===== src/sdt_pkg.sv =====
// shared types for the seen device table
package sdt_pkg;

  typedef struct packed {
    logic [47:0]        device_address;
    logic signed [7:0]  signal_strength;
    logic [31:0]        now_seconds;
  } sdt_in_t;

  typedef struct packed {
    logic               was_hit;
    logic               was_evicted;
    logic [6:0]         entry_slot;
    logic [15:0]        sighting_count;
    logic signed [7:0]  peak_strength;
    logic [31:0]        first_seen_time;
    logic [7:0]         entries_used;
  } sdt_out_t;

  typedef struct packed {
    logic [47:0]        key;
    logic [31:0]        created_at;
    logic [15:0]        count;
    logic signed [7:0]  peak;
  } sdt_entry_t;

endpackage


===== src/sdt_cell.sv =====
// one table entry: storage plus a link in the rotating scan ring
module sdt_cell (
  input  logic              clk,
  input  logic              shift,
  input  sdt_pkg::sdt_entry_t prev_entry,
  output sdt_pkg::sdt_entry_t entry
);
  import sdt_pkg::*;

  sdt_entry_t entry_r;

  always_ff @(posedge clk) begin
    if (shift) begin
      entry_r <= prev_entry;
    end
  end

  assign entry = entry_r;
endmodule


===== config.mk =====
export PLATFORM = sky130hd
export DESIGN_NAME = sdt_cell
export DESIGN_NICKNAME = d
export VERILOG_FILES = /design/src/sdt_pkg.sv /design/src/sdt_cell.sv
export SDC_FILE = /design/constraint.sdc
export NUM_CORES = 1
export LEC_CHECK = 0
export BUFFER_PORTS_ARGS = -buffer_cell sky130_fd_sc_hd__buf_2
export CORE_ASPECT_RATIO = 1.5
export CORE_MARGIN = 1
export CORE_UTILIZATION = 41
export CTS_CLUSTER_SIZE = 30
export DETAILED_ROUTE_END_ITERATION = 8
export PLACE_DENSITY_LB_ADDON = 0.15
export SETUP_SLACK_MARGIN = 0.3
export SYNTH_ARGS = -nofsm -noshare
export SYNTH_HDL_FRONTEND = slang
export SYNTH_SLANG_ARGS = --single-unit

===== constraint.sdc =====
create_clock -name clk -period 0.8 [get_ports clk]
set_input_delay 0.08 -clock clk [delete_from_list [all_inputs] [get_ports clk]]
set_output_delay 0.08 -clock clk [all_outputs]
set_load 0.01 [all_outputs]

==> flow_summary.ini <==
[run_status]
status = complete, but fails checks
violations = hold timing, setup timing

[sta]
setup_viol = 104
hold-worst-slack_ns = -0.1040
drv_slew = 0
rsz0062_at_grt = true
max_freq_mhz = 1023
max_slew.worst_pin.slew_ns = 0.2066
period_needed_ns = 0.9780
period_share = 1.222
finalHoldViolCount = 104
fin_ws_ns = -0.1780
setup_tns_ns = -14.52
relSlewSlack = 0.8623

[worst_setup_path]
crit_family = flip-flops
required_ns = 0.72
cp_cell_sequence = buf_2
critPathBufInv = 1
path_max_fanout = 1
worstSetupStartpointType = register
critPathSlowestCell = edfxtp_1
crit_arrival_ns = 0.90
max_stage_delay_ns = 0.39
path_class = register to output port
crit_path_end_kind = output port

[die]
dieArea_sq_um = 7977
row_count = 38
pin_count = 210
die_h_um = 108.9
core_sq_um = 7322
initial_core_util = 0.4265
die_w_um = 73.26

[finish]
multiInputGateArea_sq_um = 0
layout-drive-gt1-share = 0.6766
final_cell_mix = 206 x buf_2, 104 x edfxtp_1, 9 x clkbuf_8
layoutNonFillerInstCount = 435
seq_area_sq_um = 3123
multi_input_cells = 0
largest_reg_flops = 104
mostFrequentLayoutCell = buf_2
fillers = 574
area_delta_synth_final_pct = 46.59
fin_nets = 435
postLayoutCoreUtil = 0.6253

[worst_hold_path]
holdPathStages = 1
min_path_type = input pin to register
hp-start = prev_entry[71]
hold_end = entry[71]$_DFFE_PP_

[global_routing]
gr-total-overflow = 0
grt_use_total = 0.1590
antenna_found_initial = 0
grt_pass1_wl_um = 8611
first_global_vias = 1737
grt_max_degree = 38

[power_and_ir_drop]
seq_power_share = 0.601
intPower_uw = 8700
p_leak_uw = 0.001980
p_per_area_nw_per_um2 = 2383
ir_drop_v = 0.001493
combPwrFrac = 0.095
p_sw_frac = 0.2027
p_clk_frac = 0.305
switchingPower_uw = 2211

[clock_tree]
root_buffer = clkbuf_8
cts_tree = built
cts.htree.levels = 3
numCtsBuffers = 9
clockBufferDepth = 2
clk_pin_slew_worst_paths_ns = 0.09
cts.sinks = 104

[place]
dpl.hpwl_um = 4978
dp_slack_ns = 0.003923
gp_congestion = 0.7139
port_buffers = 209
dp.cells = 418

[run]
maxCapViolCount = 0

[synthesis]
yosysUniqueCellTypes = 1
synthesis.area_sq_um = 3123
ys_top_cells_by_area = edfxtp_1 100%
netlist.area_leader.share = 1.000
syn_inst = 104
yosys.area.top_type = edfxtp_1
yosys_warnings = 0
synth_area_per_cell_sq_um = 30.03
seq_area_frac_synth = 1.000
synth-seq-cells = 104
syn_nets = 210

[route]
drc_errors = 0
dr.pass1.iters = 4
avgViaCountPerCell = 4.267
drt-wirelength-per-cell_um = 14.76
drt-initial-drc-count = 73
final_antenna_net_count = 0
drt-total-wl_um = 6419
vias = 1856
-- logic make-up (layout without fill, tap and decap cells) --
group	Yosys count	after routing	share of synthesized area
buffers and inverters	0	230	0
flip-flops	104	104	1.000
other	0	1	0
-- power groups by stage --
stage / Clock (uW) / Sequential (uW) / Combinational, uW
after global placement: 0 / 6680 / 1030
final: 3320 / 6560 / 1030
after detailed placement: 0 / 6680 / 1040
after global routing: 3590 / 6600 / 1120
after CTS: 3420 / 6560 / 1040
after floorplan: 0 / 6950 / 0
-- area by class of cell --
type                    instances  share of cell area
clock buffers                  12             0.02952
well taps                     100             0.02733
repair buffers                214              0.2454
diodes                          1           0.0005466
flip-flops and latches        104              0.6822
clock inverters                 4             0.01503
-- worst max path at each step --
stage / start / endpoint / slack [ns] / depth (start not counted)
finish: entry[30]$_DFFE_PP_ / entry[30] / -0.18 / 1
global route: entry[91]$_DFFE_PP_ / entry[91] / -0.22 / 1
CTS: entry[87]$_DFFE_PP_ / entry[87] / -0.20 / 1
detailed placement: shift / entry[8]$_DFFE_PP_ / 0.004 / 2
global placement: shift / entry[25]$_DFFE_PP_ / 0.01 / 2
floorplan: entry[0]$_DFFE_PP_ / entry[0] / 0.33 / 0
-- Yosys cell counts --
master and number:
edfxtp_1 104
-- stage by stage --
| step | instance area [sq um] | power (uW) |
|---|---|---|
| 5_1_grt | 4576 | 11310 |
| 6_report | 4578 | 10910 |
| 3_3_place_gp | 4359 | 7710 |
| 2_1_floorplan | 3123 | 6946 |
| 4_1_cts | 4563 | 11030 |
| 3_5_place_dp | 4359 | 7728 |
-- repair_timing --
action | CTS | global route
setup endpoints to repair | 104 | 104
resized for setup | 0 | 4
buffers inserted | 0 | 0
hold endpoints to repair | 104 | 104
pin swaps | 0 | 0
-- metal layers --
layer  share of wire  up-vias  track usage
li1                -      871            -
met1            0.32      830       0.1518
met2            0.51      136       0.2646
met3            0.12       19      0.06100
met4           0.043        0       0.1317
met5               0        -            0
No activity file was read; power rests on OpenSTA's default activity.
